--- src/design/ilb_pkg.sv ---
`timescale 1ns / 1ps

package ilb_pkg;

  localparam int DEF_CAPACITY = 64;
  localparam int DATA_W       = 32;
  localparam int POS_W        = 9;
  localparam int OPCODE_W     = 3;
  localparam int STATUS_W     = 2;

  typedef enum logic [OPCODE_W-1:0] {
    OP_GET      = 3'd0,
    OP_INS_HEAD = 3'd1,
    OP_INS_TAIL = 3'd2,
    OP_INS_AT   = 3'd3,
    OP_DELETE   = 3'd4
  } opcode_t;

  typedef enum logic [STATUS_W-1:0] {
    ST_DONE = 2'd0,
    ST_BAD  = 2'd1,
    ST_FULL = 2'd2
  } status_t;

  // Shift command broadcast to every cell of the chain.
  typedef struct packed {
    logic              ins;
    logic              del;
    logic [POS_W-1:0]  pos;
    logic [DATA_W-1:0] value;
  } cell_ctrl_t;

endpackage

--- src/design/ilb_cell.sv ---
`timescale 1ns / 1ps

module ilb_cell #(
  parameter int INDEX = 0
) (
  input  logic                      clk,
  input  ilb_pkg::cell_ctrl_t       ctrl,
  input  logic [ilb_pkg::DATA_W-1:0] left,
  input  logic [ilb_pkg::DATA_W-1:0] right,
  output logic [ilb_pkg::DATA_W-1:0] data,
  output logic [ilb_pkg::DATA_W-1:0] tap
);
  import ilb_pkg::*;

  localparam logic [POS_W-1:0] MY_POS = POS_W'(INDEX);

  logic hit;
  logic above;

  assign hit   = (ctrl.pos == MY_POS);
  assign above = (MY_POS > ctrl.pos);

  // Contents are meaningful only below the list length, so no reset.
  always_ff @(posedge clk) begin
    if (ctrl.ins && hit) begin
      data <= ctrl.value;
    end else if (ctrl.ins && above) begin
      data <= left;
    end else if (ctrl.del && (hit || above)) begin
      data <= right;
    end
  end

  // Only the addressed cell drives the read bus.
  assign tap = hit ? data : '0;

endmodule

--- config.mk ---
export PLATFORM = sky130hd
export DESIGN_NAME = ilb_cell
export DESIGN_NICKNAME = d
export VERILOG_FILES = /design/src/design/ilb_pkg.sv /design/src/design/ilb_cell.sv
export SDC_FILE = /design/constraint.sdc
export NUM_CORES = 1
export LEC_CHECK = 0
export ABC_CLOCK_PERIOD_IN_PS = 6700
export BUFFER_PORTS_ARGS = -buffer_cell sky130_fd_sc_hd__buf_4
export CORE_UTILIZATION = 39
export DETAILED_ROUTE_END_ITERATION = 16
export PLACE_DENSITY = 0.86
export SYNTH_ARGS = -nofsm -noshare
export SYNTH_HDL_FRONTEND = slang
export SYNTH_SLANG_ARGS = --single-unit
--- constraint.sdc ---
create_clock -name clk -period 6.7 [get_ports clk]
set_clock_uncertainty 0.15 [all_clocks]
set_input_delay 0.67 -clock clk [delete_from_list [all_inputs] [get_ports clk]]
set_output_delay 0.67 -clock clk [all_outputs]
set_load 0.02 [all_outputs]
==> summary.md <==
| Metric | Value |
|---|---|
| Setup WS pre-CTS | `3290 ps` |
| Levels on crit path | `6` |
| Htree depth | `2` |
| Final Max Tran Viols | `0` |
| Die Y | `69.3 um` |
| Avg Inst Size Synth | `16.1 sq um` |
| CTS Sinks | `32` |
| Most flops, register | `data` |
| Status | `complete, no violations` |
| Crit path time final | `3350 ps` |
| Pleak | `between 1 and 1.5 nW` |
| Syn Nets | `218` |
| Slew HR | `0.533` |
| Crit-path most repeated cell | `buf_4` |
| Final Cycle Share | `0.500` |
| Initial Util | `0.406` |
| Drt drc | `0` |
| Vias | `between 1000 and 1500` |
| First-pass GRT wire length | `6650 um` |
| Slew @ Worst Pin | `697 ps` |
| Core ar. | `4350 sq um` |
| Post-synthesis cell type count | `13` |
| Die ar. | `4810 sq um` |
| Top Registers | `data: 32 flops` |
| Post-synthesis sequential area ratio | `0.544` |
| Peak fanout along the critical path | `20` |
| Yosys warns | `0` |
| Setup ws final | `3350 ps` |
| Final ANT Viol Nets | `0` |
| Worst path cell trace | `buf_4, or4_4, nor3_2, buf_4, and2_1, buf_4` |
| Critical path arrival | `around 2500 ps` |
| Commonest non-fill, non-tap cell in the layout | `buf_4` |
| Buf/Inv on CP | `3` |
| 1st-iter DRT viols | `104` |
| Hold depth | `2` |
| Root Driver | `clkbuf_8` |
| Post-synthesis register bit count | `32` |
| CP Capture Type | `output port` |
| Number of flip-flops in the largest register | `32` |
| Layout cells sized above 1 | `0.730` |
| Largest net degree at the start of global routing | `33` |
| Cell family with most CP delay | `simple AND/OR/NAND/NOR gates` |
| Antenna Cells | `0` |
| Kind of critical path | `in -> out` |
| Syn Inst Count | `between 100 and 150` |
| Post-CTS Setup Bufs | `0` |
| Rows | `24` |
| Post-cts repair resize count | `0` |
| Final Net Count | `about 360` |
| Final Hold Fails | `0` |
| Critical Path RT | `between 5000 and 6000 ps` |
| Most frequent cells in the layout | `buf_4 (141), and2_1 (32), edfxtp_1 (32)` |
| Setup_tns | `0 ps` |
| Total wire length | `4150 um` |
| Max cap viols | `0` |
| Cell area after synthesis | `around 1800 sq um` |
| CTS tree | `done` |
| Number of global-route vias before repair | `about 1400` |
| Post-DP HPWL | `3320 um` |
| Hold buffers post-CTS | `0` |
| Total GRT Usage | `0.180` |
| RSZ-0062 raised after global routing | `false` |
| RD Place Congestion | `0.754` |
| Boundary Pins | `172` |
| Via density | `4.60` |
| P&R area growth vs syn | `65.3%` |
| Power Dens Cells | `154 nW/um^2` |
| Max Fclk | `299 MHz` |
| Quantity of I/O buffers inserted on ports | `139` |
| Worst Setup Start Kind | `input port` |
| Clock transition at path regs | `70 ps` |
| WL/cell | `around 14 um` |
| Hold WC Path Type | `in -> reg` |
| Crit-path slowest cell | `nor3_2` |
| Detailed Routing Iterations Pass 1 | `4` |
| Final setup vio count | `0` |
| Deepest clock path buffer count | `2` |
| Die W | `69.3 um` |
| Grt total ovfl | `0` |
| CP max stage delay | `590 ps` |
| Initial antenna violation count | `0` |
| Peak supply drop | `77.0 uV` |
| CTS Buf Count | `5` |
[cell usage after synthesis]
library cell | instances | area (sq um)
and2_1 | 32 | 200
mux2_4 | 30 | 450
edfxtp_1 | 32 | 961
mux2_2 | 2 | 22.5
or3_1 | 1 | 6.26
o21a_1 | 1 | 7.51
buf_12 | 3 | 60.1
or2_2 | 1 | 6.26
buf_6 | 1 | 11.3
nor3_1 | 1 | 5.00
clkbuf_1 | 3 | 11.3
inv_1 | 1 | 3.75
or4_4 | 2 | 22.5
[metrics by stage]
step,util,instances,hold WS [ps],total power (W),instance area [sq um]
floorplan,-,110,737,0.000241,1770
global placement,0.646,296,821,0.000275,2810
detailed placement,0.646,296,823,0.000277,2810
CTS,0.671,304,528,0.000455,2920
global route,0.671,304,524,0.000468,2920
finish,0.671,304,536,0.000450,2920
[cell families after synthesis]
group,after synthesis,share of synthesized area
simple gates,37,0.136
mux,32,0.268
flops,32,0.544
buf+inv,8,0.0488
compound gates,1,0.00425
[final cells by class]
type	instances	area [sq um]
clock buffer	6	72.6
fill	339	1430
multi-input combinational	70	726
timing repair buffer	141	1060
sequential	32	961
tap	52	65.1
inverter	1	3.75
clock inverter	2	35.0
[routing by layer]
layer,share of wire,vias up,track usage
met1,0.37,627,0.190
met4,0.020,0,0.0748
met2,0.52,85,0.325
met3,0.091,9,0.0610
li1,-,676,-
met5,0,-,0
[final timing paths]
check	from	end
max	ctrl[34]	tap[23]
min	right[22]	data[22]$_DFFE_PP_
[power by group]
group          switching, W  total (W)  internal [W]
combinational     0.0000105  0.0000514     0.0000409
clock             0.0000680   0.000178      0.000110
sequential      0.000000149   0.000221      0.000220
total             0.0000787   0.000450      0.000372
Power figures use the tool's default switching activity.
