### src/design/ilb_pkg.sv
`timescale 1ns / 1ps

package ilb_pkg;

  localparam int DEF_CAPACITY = 64;
  localparam int DATA_W       = 32;
  localparam int POS_W        = 9;
  localparam int OPCODE_W     = 3;
  localparam int STATUS_W     = 2;

  typedef enum logic [OPCODE_W-1:0] {
    OP_GET      = 3'd0,
    OP_INS_HEAD = 3'd1,
    OP_INS_TAIL = 3'd2,
    OP_INS_AT   = 3'd3,
    OP_DELETE   = 3'd4
  } opcode_t;

  typedef enum logic [STATUS_W-1:0] {
    ST_DONE = 2'd0,
    ST_BAD  = 2'd1,
    ST_FULL = 2'd2
  } status_t;

  // Shift command broadcast to every cell of the chain.
  typedef struct packed {
    logic              ins;
    logic              del;
    logic [POS_W-1:0]  pos;
    logic [DATA_W-1:0] value;
  } cell_ctrl_t;

endpackage

### src/design/ilb_decode.sv
`timescale 1ns / 1ps

module ilb_decode #(
  parameter int CAPACITY = ilb_pkg::DEF_CAPACITY,
  parameter int LEN_W    = $clog2(CAPACITY + 1)
) (
  input  logic                        accept,
  input  logic [ilb_pkg::OPCODE_W-1:0] opcode,
  input  logic [7:0]                  position,
  input  logic [ilb_pkg::DATA_W-1:0]  item_value,
  input  logic [LEN_W-1:0]            count,
  output ilb_pkg::cell_ctrl_t         ctrl,
  output ilb_pkg::status_t            status,
  output logic                        get_ok,
  output logic [LEN_W-1:0]            count_next
);
  import ilb_pkg::*;

  localparam logic [POS_W-1:0] CAP_POS = POS_W'(CAPACITY);

  logic [POS_W-1:0] pos_ext;
  logic [POS_W-1:0] cnt_ext;
  logic             full;
  logic             in_range;

  assign pos_ext  = POS_W'(position);
  assign cnt_ext  = POS_W'(count);
  assign full     = (cnt_ext >= CAP_POS);
  assign in_range = (pos_ext < cnt_ext);

  always_comb begin
    ctrl       = '0;
    ctrl.value = item_value;
    status     = ST_DONE;
    get_ok     = 1'b0;
    count_next = count;
    case (opcode_t'(opcode))
      OP_GET: begin
        // The position also selects which cell drives the read bus.
        ctrl.pos = pos_ext;
        if (in_range) begin
          get_ok = 1'b1;
        end else begin
          status = ST_BAD;
        end
      end
      OP_INS_HEAD: begin
        if (full) begin
          status = ST_FULL;
        end else begin
          ctrl.ins = accept;
          ctrl.pos = '0;
        end
      end
      OP_INS_TAIL: begin
        if (full) begin
          status = ST_FULL;
        end else begin
          ctrl.ins = accept;
          ctrl.pos = cnt_ext;
        end
      end
      OP_INS_AT: begin
        if (pos_ext > cnt_ext) begin
          status = ST_BAD;
        end else if (full) begin
          status = ST_FULL;
        end else begin
          ctrl.ins = accept;
          ctrl.pos = pos_ext;
        end
      end
      OP_DELETE: begin
        if (in_range) begin
          ctrl.del = accept;
          ctrl.pos = pos_ext;
        end else begin
          status = ST_BAD;
        end
      end
      default: begin
        status = ST_BAD;
      end
    endcase
    if (status == ST_DONE) begin
      if (opcode_t'(opcode) == OP_DELETE) begin
        count_next = count - LEN_W'(1);
      end else if (opcode_t'(opcode) != OP_GET) begin
        count_next = count + LEN_W'(1);
      end
    end
  end

endmodule

### config.mk
export PLATFORM = sky130hd
export DESIGN_NAME = ilb_decode
export DESIGN_NICKNAME = d
export VERILOG_FILES = /design/src/design/ilb_pkg.sv /design/src/design/ilb_decode.sv
export SDC_FILE = /design/constraint.sdc
export NUM_CORES = 1
export LEC_CHECK = 0
export ABC_AREA = 0
export BUFFER_PORTS_ARGS = -buffer_cell sky130_fd_sc_hd__buf_2
export CAP_MARGIN = 20
export CELL_PAD_IN_SITES_DETAIL_PLACEMENT = 1
export CELL_PAD_IN_SITES_GLOBAL_PLACEMENT = 1
export CORE_MARGIN = 2
export CORE_UTILIZATION = 20
export DETAILED_ROUTE_END_ITERATION = 8
export GPL_TIMING_DRIVEN = 1
export PLACE_DENSITY = 0.77
export REMOVE_ABC_BUFFERS = 1
export SLEW_MARGIN = 25
export SYNTH_ARGS = -nofsm -noshare
export SYNTH_HDL_FRONTEND = slang
export SYNTH_SLANG_ARGS = --single-unit
### constraint.sdc
create_clock -name vclk -period 3.1
set_input_delay 0.62 -clock vclk [all_inputs]
set_output_delay 0.62 -clock vclk [all_outputs]
set_load 0.01 [all_outputs]
==> insert_results.sql, run 1 <==
INSERT INTO impl_metrics (metric_group, metric, value, unit) VALUES
('run_status', 'status', 'completed', ''),
('pwr', 'power-per-cell-area', '136', 'mW/mm^2'),
('floorplanning', 'die_area', '0.00544', 'mm^2'),
('global_routing', 'grt_util_all_layers', '0.159', ''),
('worst_hold_path', 'hold_path_startpoint', 'item_value[28]', ''),
('setup_path', 'critical_path_peak_fanout', '6', ''),
('yosys', 'synth_top_cells_by_area', 'sky130_fd_sc_hd__buf_4 (25%), sky130_fd_sc_hd__ha_1 (12%), sky130_fd_sc_hd__nand2_1 (6.6%), sky130_fd_sc_hd__inv_1 (5.4%), sky130_fd_sc_hd__o21ai_0 (4.6%)', ''),
('setup_path', 'critical_path_required', '2.48', 'ns'),
('pwr', 'total_leakage_power', '0.605', 'nW'),
('clock_network', 'cts_hold_buffers', '0', ''),
('global_routing', 'top_usage_layer', 'met1', ''),
('global_routing', 'largest_net_degree_at_the_start_of_global_routing', '15', ''),
('floorplanning', 'die_w', '73.8', 'um'),
('floorplanning', 'rows', '25', ''),
('sta', 'hold_viol', '0', ''),
('sta', 'max_slew_margin', '0.625', ''),
('setup_path', 'cp-start-kind', 'input port', ''),
('sta', 'rsz0062_at_grt', 'yes', ''),
('layout', 'final_layout_size_suffix_gt1_frac', '0.491', ''),
('yosys', 'syn_area', '973', 'um^2'),
('setup_path', 'worst_endpoint_data_arrival_time', '2.47', 'ns'),
('global_routing', 'met2_track_demand_over_resource_in_global_routing', '0.212', ''),
('yosys', 'syn_area_per_cell', '6.58', 'um^2'),
('setup_path', 'crit_end_element', 'output port', ''),
('pwr', 'ir_worst_vdd', '48.2', 'uV'),
('global_routing', 'grt_pass1_vias', '1156', ''),
('detailed_routing', 'route.detailed.wl_per_inst', '19.3', 'um'),
('detailed_routing', 'via_count_of_the_routed_design', '1133', ''),
('detailed_routing', 'route.detailed.vias_per_inst', '4.80', ''),
('sta', 'fin_crit', '3.09', 'ns'),
('placed_design', 'pre_cts_ws', '-0.186', 'ns'),
('sta', 'totalNegativeSetupSlack', '0', 'ns'),
('worst_hold_path', 'class_of_the_tightest_hold_or_removal_check', 'input port to output port', ''),
('layout', 'final-instance-count-excl-fill', '236', ''),
('global_routing', 'grt_overflow', '0', ''),
('global_routing', 'number_of_antenna_violations_at_the_first_check_in_global_routing', '0', ''),
('placed_design', 'dp_hpwl', '3.59', 'mm'),
('yosys', 'yosysUniqueCellTypes', '39', ''),
('placed_design', 'numPortBuffers', '39', ''),
('yosys', 'post-synth-top-area-cell', 'sky130_fd_sc_hd__buf_4', ''),
('detailed_routing', 'wl', '4.56', 'mm'),
('sta', 'setup_viol_count_final', '0', ''),
('sta', 'setup_slack_of_the_critical_path_after_layout', '0.00667', 'ns'),
('detailed_routing', 'drt_iter0_drc', '33', ''),
('setup_path', 'timing.setup.critical_path_class', 'input port to output port', ''),
('sta', 'timing_max_transition_violations_final', '0', ''),
('detailed_routing', 'first_pass_iters', '4', ''),
('sta', 'fin_worst_hold_slack', '1.24', 'ns'),
('layout', 'filler_cell_count', '588', ''),
('layout', 'seqCellArea', '0', 'um^2'),
('layout', 'layout.sequential_cells', '0', ''),
('yosys', 'syn-instance-count', '148', ''),
('sta', 'worstMarginPinSlew', '0.560', 'ns'),
('setup_path', 'setup.worst_path.start', 'count[3]', ''),
('placed_design', 'place.gp.congestion', '0.847', ''),
('layout', 'nClkBuffers', '0', ''),
('pwr', 'post-layout-total-power', '0.179', 'mW'),
('global_routing', 'met1_usage', '0.216', ''),
('flow_run', 'max_cap_viol_count', '0', ''),
('floorplanning', 'die-height', '73.8', 'um'),
('layout', 'area_growth_syn_to_layout', '35.0', '%'),
('floorplanning', 'floorplan.core_area', '0.00472', 'mm^2'),
('detailed_routing', 'drc', '0', ''),
('layout', 'final_nets', '231', ''),
('sta', 'finalCritPeriodShare', '0.998', ''),
('sta', 'fmaxAchievable', '0.323', 'GHz'),
('placed_design', 'dpl.cell_count', '233', ''),
('worst_hold_path', 'worstHoldPathCells', '0', ''),
('floorplanning', 'io_pins', '104', ''),
('layout', 'antenna-diode-count', '0', ''),
('global_routing', 'use_met3', '0.103', ''),
('detailed_routing', 'ant_nets', '0', ''),
('floorplanning', 'effective_utilization_at_floorplan', '0.206', ''),
('global_routing', 'grt_pass1_wl', '6.53', 'mm'),
('yosys', 'fraction_of_the_yosys_area_taken_by_sequential_cells', '0', ''),
('yosys', 'synth.top_cell.area_share', '0.254', ''),
('yosys', 'syn_warnings', '0', '');
routing by layer:
| layer | routed length [um] | share of wire |
|---|---|---|
| met5 | 0 | 0 |
| met4 | 0 | 0 |
| met3 | 663 | 0.15 |
| met2 | 1880 | 0.41 |
| met1 | 2010 | 0.44 |
final timing paths:
| kind | endpoint |
|---|---|
| worst max-delay path | count_next[1] |
| worst min-delay path | ctrl[28] |
per-stage QoR:
step | instance area, um^2 | utilization
after CTS | 1210 | 0.256
after detailed placement | 1110 | 0.236
after global placement | 1110 | 0.236
after global routing | 1310 | 0.278
after floorplan | 707 | -
final | 1310 | 0.278
power by group:
group / switching (mW) / leakage (nW) / internal, mW / total, mW
Combinational: 0.0965 / 0.605 / 0.0827 / 0.179
Sequential: 0 / 0 / 0 / 0
Clock: 0 / 0 / 0 / 0
worst max-delay path: stages:
cell	delay, ns
sky130_fd_sc_hd__buf_2	0.11
sky130_fd_sc_hd__inv_2	0.08
sky130_fd_sc_hd__ha_4	0.20
sky130_fd_sc_hd__a21o_1	0.16
sky130_fd_sc_hd__a211o_4	0.40
sky130_fd_sc_hd__o31ai_4	0.35
sky130_fd_sc_hd__nand2_1	0.09
sky130_fd_sc_hd__a311o_1	0.31
sky130_fd_sc_hd__buf_2	0.14
area by class of cell:
type / instances / area [um^2] / area share
well taps: 67 / 83.8 / 0.0638
multi-input cells: 96 / 793 / 0.604
repair buffers: 59 / 374 / 0.285
inverters: 14 / 62.6 / 0.0476
synthesized netlist by cell type (2+ instances only):
library cell	count
sky130_fd_sc_hd__a31oi_1	2
sky130_fd_sc_hd__nor2b_1	3
sky130_fd_sc_hd__nand2_1	17
sky130_fd_sc_hd__inv_1	14
sky130_fd_sc_hd__nand3_1	4
sky130_fd_sc_hd__o21ai_0	9
sky130_fd_sc_hd__ha_1	9
sky130_fd_sc_hd__nand4_1	4
sky130_fd_sc_hd__a21oi_1	4
sky130_fd_sc_hd__or2_2	2
sky130_fd_sc_hd__o41ai_1	2
sky130_fd_sc_hd__o22ai_1	2
sky130_fd_sc_hd__nor2_1	4
sky130_fd_sc_hd__and2_1	2
sky130_fd_sc_hd__clkbuf_1	5
sky130_fd_sc_hd__nor3_1	5
sky130_fd_sc_hd__xnor2_1	5
sky130_fd_sc_hd__and3_1	2
sky130_fd_sc_hd__buf_4	33
repair_timing:
action | 4_1_cts | 5_1_grt
setup buffers | 0 | 3
pin swaps | 8 | 10
setup endpoints to repair | 18 | 15
resized for setup | 15 | 17
layout by cell type, fill, tap and decap left out, types with 3 or more instances in the layout:
cell type,netlist,final
sky130_fd_sc_hd__a21oi_1,4,3
sky130_fd_sc_hd__buf_2,0,35
sky130_fd_sc_hd__buf_4,33,19
sky130_fd_sc_hd__buf_6,0,3
sky130_fd_sc_hd__ha_1,9,4
sky130_fd_sc_hd__ha_4,0,5
sky130_fd_sc_hd__inv_1,14,10
sky130_fd_sc_hd__nand2_1,17,17
sky130_fd_sc_hd__nand3_1,4,4
sky130_fd_sc_hd__nand4_1,4,4
sky130_fd_sc_hd__nor2_1,4,4
sky130_fd_sc_hd__nor3_1,5,4
sky130_fd_sc_hd__o21ai_0,9,9
sky130_fd_sc_hd__xnor2_1,5,5
cell families after synthesis:
| logic type | synth area share |
|---|---|
| buf+inv | 0.328 |
| simple gates | 0.285 |
| compound gates | 0.212 |
| fa+ha+maj | 0.116 |
| xor+xnor | 0.0450 |
| mux | 0.0103 |
| other cells | 0.00385 |
Power figures use the tool's default switching activity.
==> run 2, diff against run 1 <==
--- a/config.mk
+++ b/config.mk
@@ -5,15 +5,15 @@
 export SDC_FILE = /design/constraint.sdc
 export NUM_CORES = 1
 export LEC_CHECK = 0
-export ABC_AREA = 0
+export ABC_AREA = 1
 export BUFFER_PORTS_ARGS = -buffer_cell sky130_fd_sc_hd__buf_2
 export CAP_MARGIN = 20
 export CELL_PAD_IN_SITES_DETAIL_PLACEMENT = 1
 export CELL_PAD_IN_SITES_GLOBAL_PLACEMENT = 1
 export CORE_MARGIN = 2
-export CORE_UTILIZATION = 20
+export CORE_UTILIZATION = 23
 export DETAILED_ROUTE_END_ITERATION = 8
-export GPL_TIMING_DRIVEN = 1
+export GPL_TIMING_DRIVEN = 0
 export PLACE_DENSITY = 0.77
 export REMOVE_ABC_BUFFERS = 1
 export SLEW_MARGIN = 25
==> run 2 against run 1 <==
Net effect: flip-flop and latch count stayed put; combinational power is 8% higher; clock-buffer cell count stayed put; synthesized cell count is 40% higher; via count is 13% higher; critical path depth is 5 higher.
==> insert_results.sql, run 2 <==
INSERT INTO impl_metrics (metric_group, metric, value, unit) VALUES
('run_status', 'status', 'completed', ''),
('yosys', 'synthMostInstantiatedCell', 'sky130_fd_sc_hd__nand2_1', ''),
('detailed_routing', 'route.detailed.vias_per_inst', '4.55', ''),
('sta', 'timing_max_transition_violations_final', '0', ''),
('global_routing', 'grt_pass1_vias', '1338', ''),
('global_routing', 'top_usage_layer', 'met2', ''),
('detailed_routing', 'first_pass_iters', '4', ''),
('yosys', 'yosysUniqueCellTypes', '26', ''),
('global_routing', 'use_met3', '0.0908', ''),
('global_routing', 'number_of_antenna_violations_at_the_first_check_in_global_routing', '0', ''),
('setup_path', 'crit_end_element', 'output port', ''),
('sta', 'fin_crit', '2.95', 'ns'),
('pwr', 'total_leakage_power', '0.718', 'nW'),
('floorplanning', 'die_area', '0.00615', 'mm^2'),
('worst_hold_path', 'hold_path_startpoint', 'item_value[24]', ''),
('detailed_routing', 'drt_iter0_drc', '39', ''),
('global_routing', 'grt_pass1_wl', '7.20', 'mm'),
('yosys', 'fraction_of_the_yosys_area_taken_by_sequential_cells', '0', ''),
('placed_design', 'dp_hpwl', '3.85', 'mm'),
('global_routing', 'grt_util_all_layers', '0.151', ''),
('layout', 'fin_area', '0.00127', 'mm^2'),
('floorplanning', 'floorplan.core_area', '0.00544', 'mm^2'),
('floorplanning', 'die-height', '78.4', 'um'),
('pwr', 'pwr-share-comb', '1.000', ''),
('setup_path', 'worst_endpoint_data_arrival_time', '2.33', 'ns'),
('yosys', 'synth_top_cells_by_area', 'sky130_fd_sc_hd__buf_4 (20%), sky130_fd_sc_hd__nand2_1 (16%), sky130_fd_sc_hd__ha_1 (8.8%), sky130_fd_sc_hd__xor2_1 (5.5%), sky130_fd_sc_hd__nand2_4 (5.3%)', ''),
('yosys', 'yosys-top-cells-count', 'sky130_fd_sc_hd__nand2_1 (55), sky130_fd_sc_hd__buf_4 (34), sky130_fd_sc_hd__inv_1 (16)', ''),
('pwr', 'ir_worst_vdd', '57.3', 'uV'),
('yosys', 'syn_area', '0.00127', 'mm^2'),
('pwr', 'power-per-cell-area', '153', 'mW/mm^2'),
('worst_hold_path', 'class_of_the_tightest_hold_or_removal_check', 'input port to output port', ''),
('placed_design', 'numPortBuffers', '39', ''),
('yosys', 'syn_warnings', '0', ''),
('sta', 'hold_viol', '0', ''),
('floorplanning', 'io_pins', '104', ''),
('detailed_routing', 'ant_nets', '0', ''),
('placed_design', 'placedInstanceArea', '0.00126', 'mm^2'),
('sta', 'setup_viol_count_final', '0', ''),
('sta', 'setup_slack_of_the_critical_path_after_layout', '0.155', 'ns'),
('layout', 'final_nets', '270', ''),
('global_routing', 'largest_net_degree_at_the_start_of_global_routing', '14', ''),
('clock_network', 'cts.repair_timing.setup_buffer_count', '0', ''),
('global_routing', 'grt_overflow', '0', ''),
('pwr', 'pwr-share-clk', '0', ''),
('detailed_routing', 'route.detailed.wl_per_inst', '16.3', 'um'),
('placed_design', 'place.gp.congestion', '0.790', ''),
('detailed_routing', 'via_count_of_the_routed_design', '1275', ''),
('yosys', 'post-synth-top-area-cell', 'sky130_fd_sc_hd__buf_4', ''),
('pwr', 'p_sw', '0.123', 'mW'),
('layout', 'layout_commonest_cell', 'sky130_fd_sc_hd__nand2_1', ''),
('worst_hold_path', 'worstHoldPathCells', '0', ''),
('layout', 'layout.sequential_cells', '0', ''),
('yosys', 'syn_area_per_cell', '6.15', 'um^2'),
('pwr', 'p_sw_frac', '0.636', ''),
('layout', 'nClkBuffers', '0', ''),
('yosys', 'synth.top_cell.area_share', '0.200', ''),
('global_routing', 'met1_usage', '0.198', ''),
('clock_network', 'cts_hold_buffers', '0', ''),
('setup_path', 'critical_path_required', '2.48', 'ns'),
('detailed_routing', 'drc', '0', ''),
('setup_path', 'critical_path_peak_fanout', '9', ''),
('sta', 'finalCritPeriodShare', '0.950', ''),
('setup_path', 'timing.setup.critical_path_class', 'input port to output port', ''),
('pwr', 'internal_power', '0.0706', 'mW'),
('floorplanning', 'rows', '27', ''),
('floorplanning', 'effective_utilization_at_floorplan', '0.234', ''),
('flow_run', 'max_cap_viol_count', '0', ''),
('detailed_routing', 'wl', '4.57', 'mm'),
('worst_hold_path', 'timing.hold.worst_endpoint', 'ctrl[24]', ''),
('pwr', 'share_seq_of_total_power', '0', ''),
('layout', 'area_growth_syn_to_layout', '-0.0983', '%'),
('setup_path', 'cp-start-kind', 'input port', ''),
('clock_network', 'cts_repair_resizes', '1', ''),
('floorplanning', 'die_w', '78.4', 'um'),
('layout', 'seqCellArea', '0', 'um^2'),
('global_routing', 'met2_track_demand_over_resource_in_global_routing', '0.227', ''),
('yosys', 'syn-instance-count', '207', ''),
('layout', 'layout.cells.most_common_list', 'sky130_fd_sc_hd__nand2_1 (55), sky130_fd_sc_hd__buf_2 (38), sky130_fd_sc_hd__inv_1 (15)', ''),
('layout', 'final_layout_size_suffix_gt1_frac', '0.341', ''),
('sta', 'fmaxAchievable', '0.340', 'GHz'),
('sta', 'rsz0062_at_grt', 'no', ''),
('placed_design', 'pre_cts_ws', '-0.00554', 'ns'),
('layout', 'antenna-diode-count', '0', '');
## run 2: power groups by stage
stage          Combinational (mW)  Sequential (mW)  Clock (mW)
2_1_floorplan               0.125                0           0
6_report                    0.194                0           0
4_1_cts                     0.197                0           0
3_3_place_gp                0.190                0           0
3_5_place_dp                0.196                0           0
5_1_grt                     0.219                0           0
## run 2: logic make-up after synthesis
kind of cell	Yosys count	synth area share
other cells	1	0.00294
fa+ha+maj	9	0.0884
buf+inv	61	0.299
compound gates	17	0.0776
xor+xnor	9	0.0619
simple gates	110	0.471
## run 2: per-layer routing
metal / up-vias / part of all wire
met5: - / 0
met4: 0 / 0
met3: 0 / 0.13
met2: 58 / 0.42
met1: 597 / 0.44
li1: 620 / -
## run 2: per-stage QoR
step / util / power [mW] / std cells / hold WS [ns] / TNS [ns]
finish: 0.234 / 0.194 / 280 / 1.24 / 0
global route: 0.234 / 0.219 / 280 / 1.24 / 0
CTS: 0.233 / 0.197 / 280 / 1.24 / 0
detailed placement: 0.233 / 0.196 / 280 / 1.24 / -0.00685
global placement: 0.233 / 0.190 / 280 / 1.24 / 0
floorplan: - / 0.125 / 169 / 1.24 / 0
## run 2: how the worst max path moves through the flow
stage,endpoint,cells after the start,startpoint
finish,count_next[1],14,count[6]
global route,count_next[6],17,count[2]
CTS,ctrl[32],13,count[6]
detailed placement,count_next[6],14,count[6]
global placement,count_next[6],15,count[6]
floorplan,count_next[0],13,count[6]
## run 2: cell type report
| class | instances | area (um^2) |
|---|---|---|
| Fill cell | 718 | 4170 |
| Inverter | 23 | 86.3 |
| Multi-Input combinational cell | 146 | 898 |
| Tap cell | 72 | 90.1 |
| Timing Repair Buffer | 39 | 198 |
## run 2: critical path, stage by stage
cell	delay, ns
sky130_fd_sc_hd__buf_4	0.19
sky130_fd_sc_hd__inv_2	0.08
sky130_fd_sc_hd__ha_1	0.30
sky130_fd_sc_hd__nand2_2	0.11
sky130_fd_sc_hd__inv_2	0.05
sky130_fd_sc_hd__a21oi_4	0.19
sky130_fd_sc_hd__nand2_4	0.09
sky130_fd_sc_hd__nand2_2	0.08
sky130_fd_sc_hd__nand2_4	0.07
sky130_fd_sc_hd__nor2_8	0.19
sky130_fd_sc_hd__nand2_4	0.10
sky130_fd_sc_hd__nand2_1	0.06
sky130_fd_sc_hd__nand2_1	0.05
sky130_fd_sc_hd__buf_2	0.14
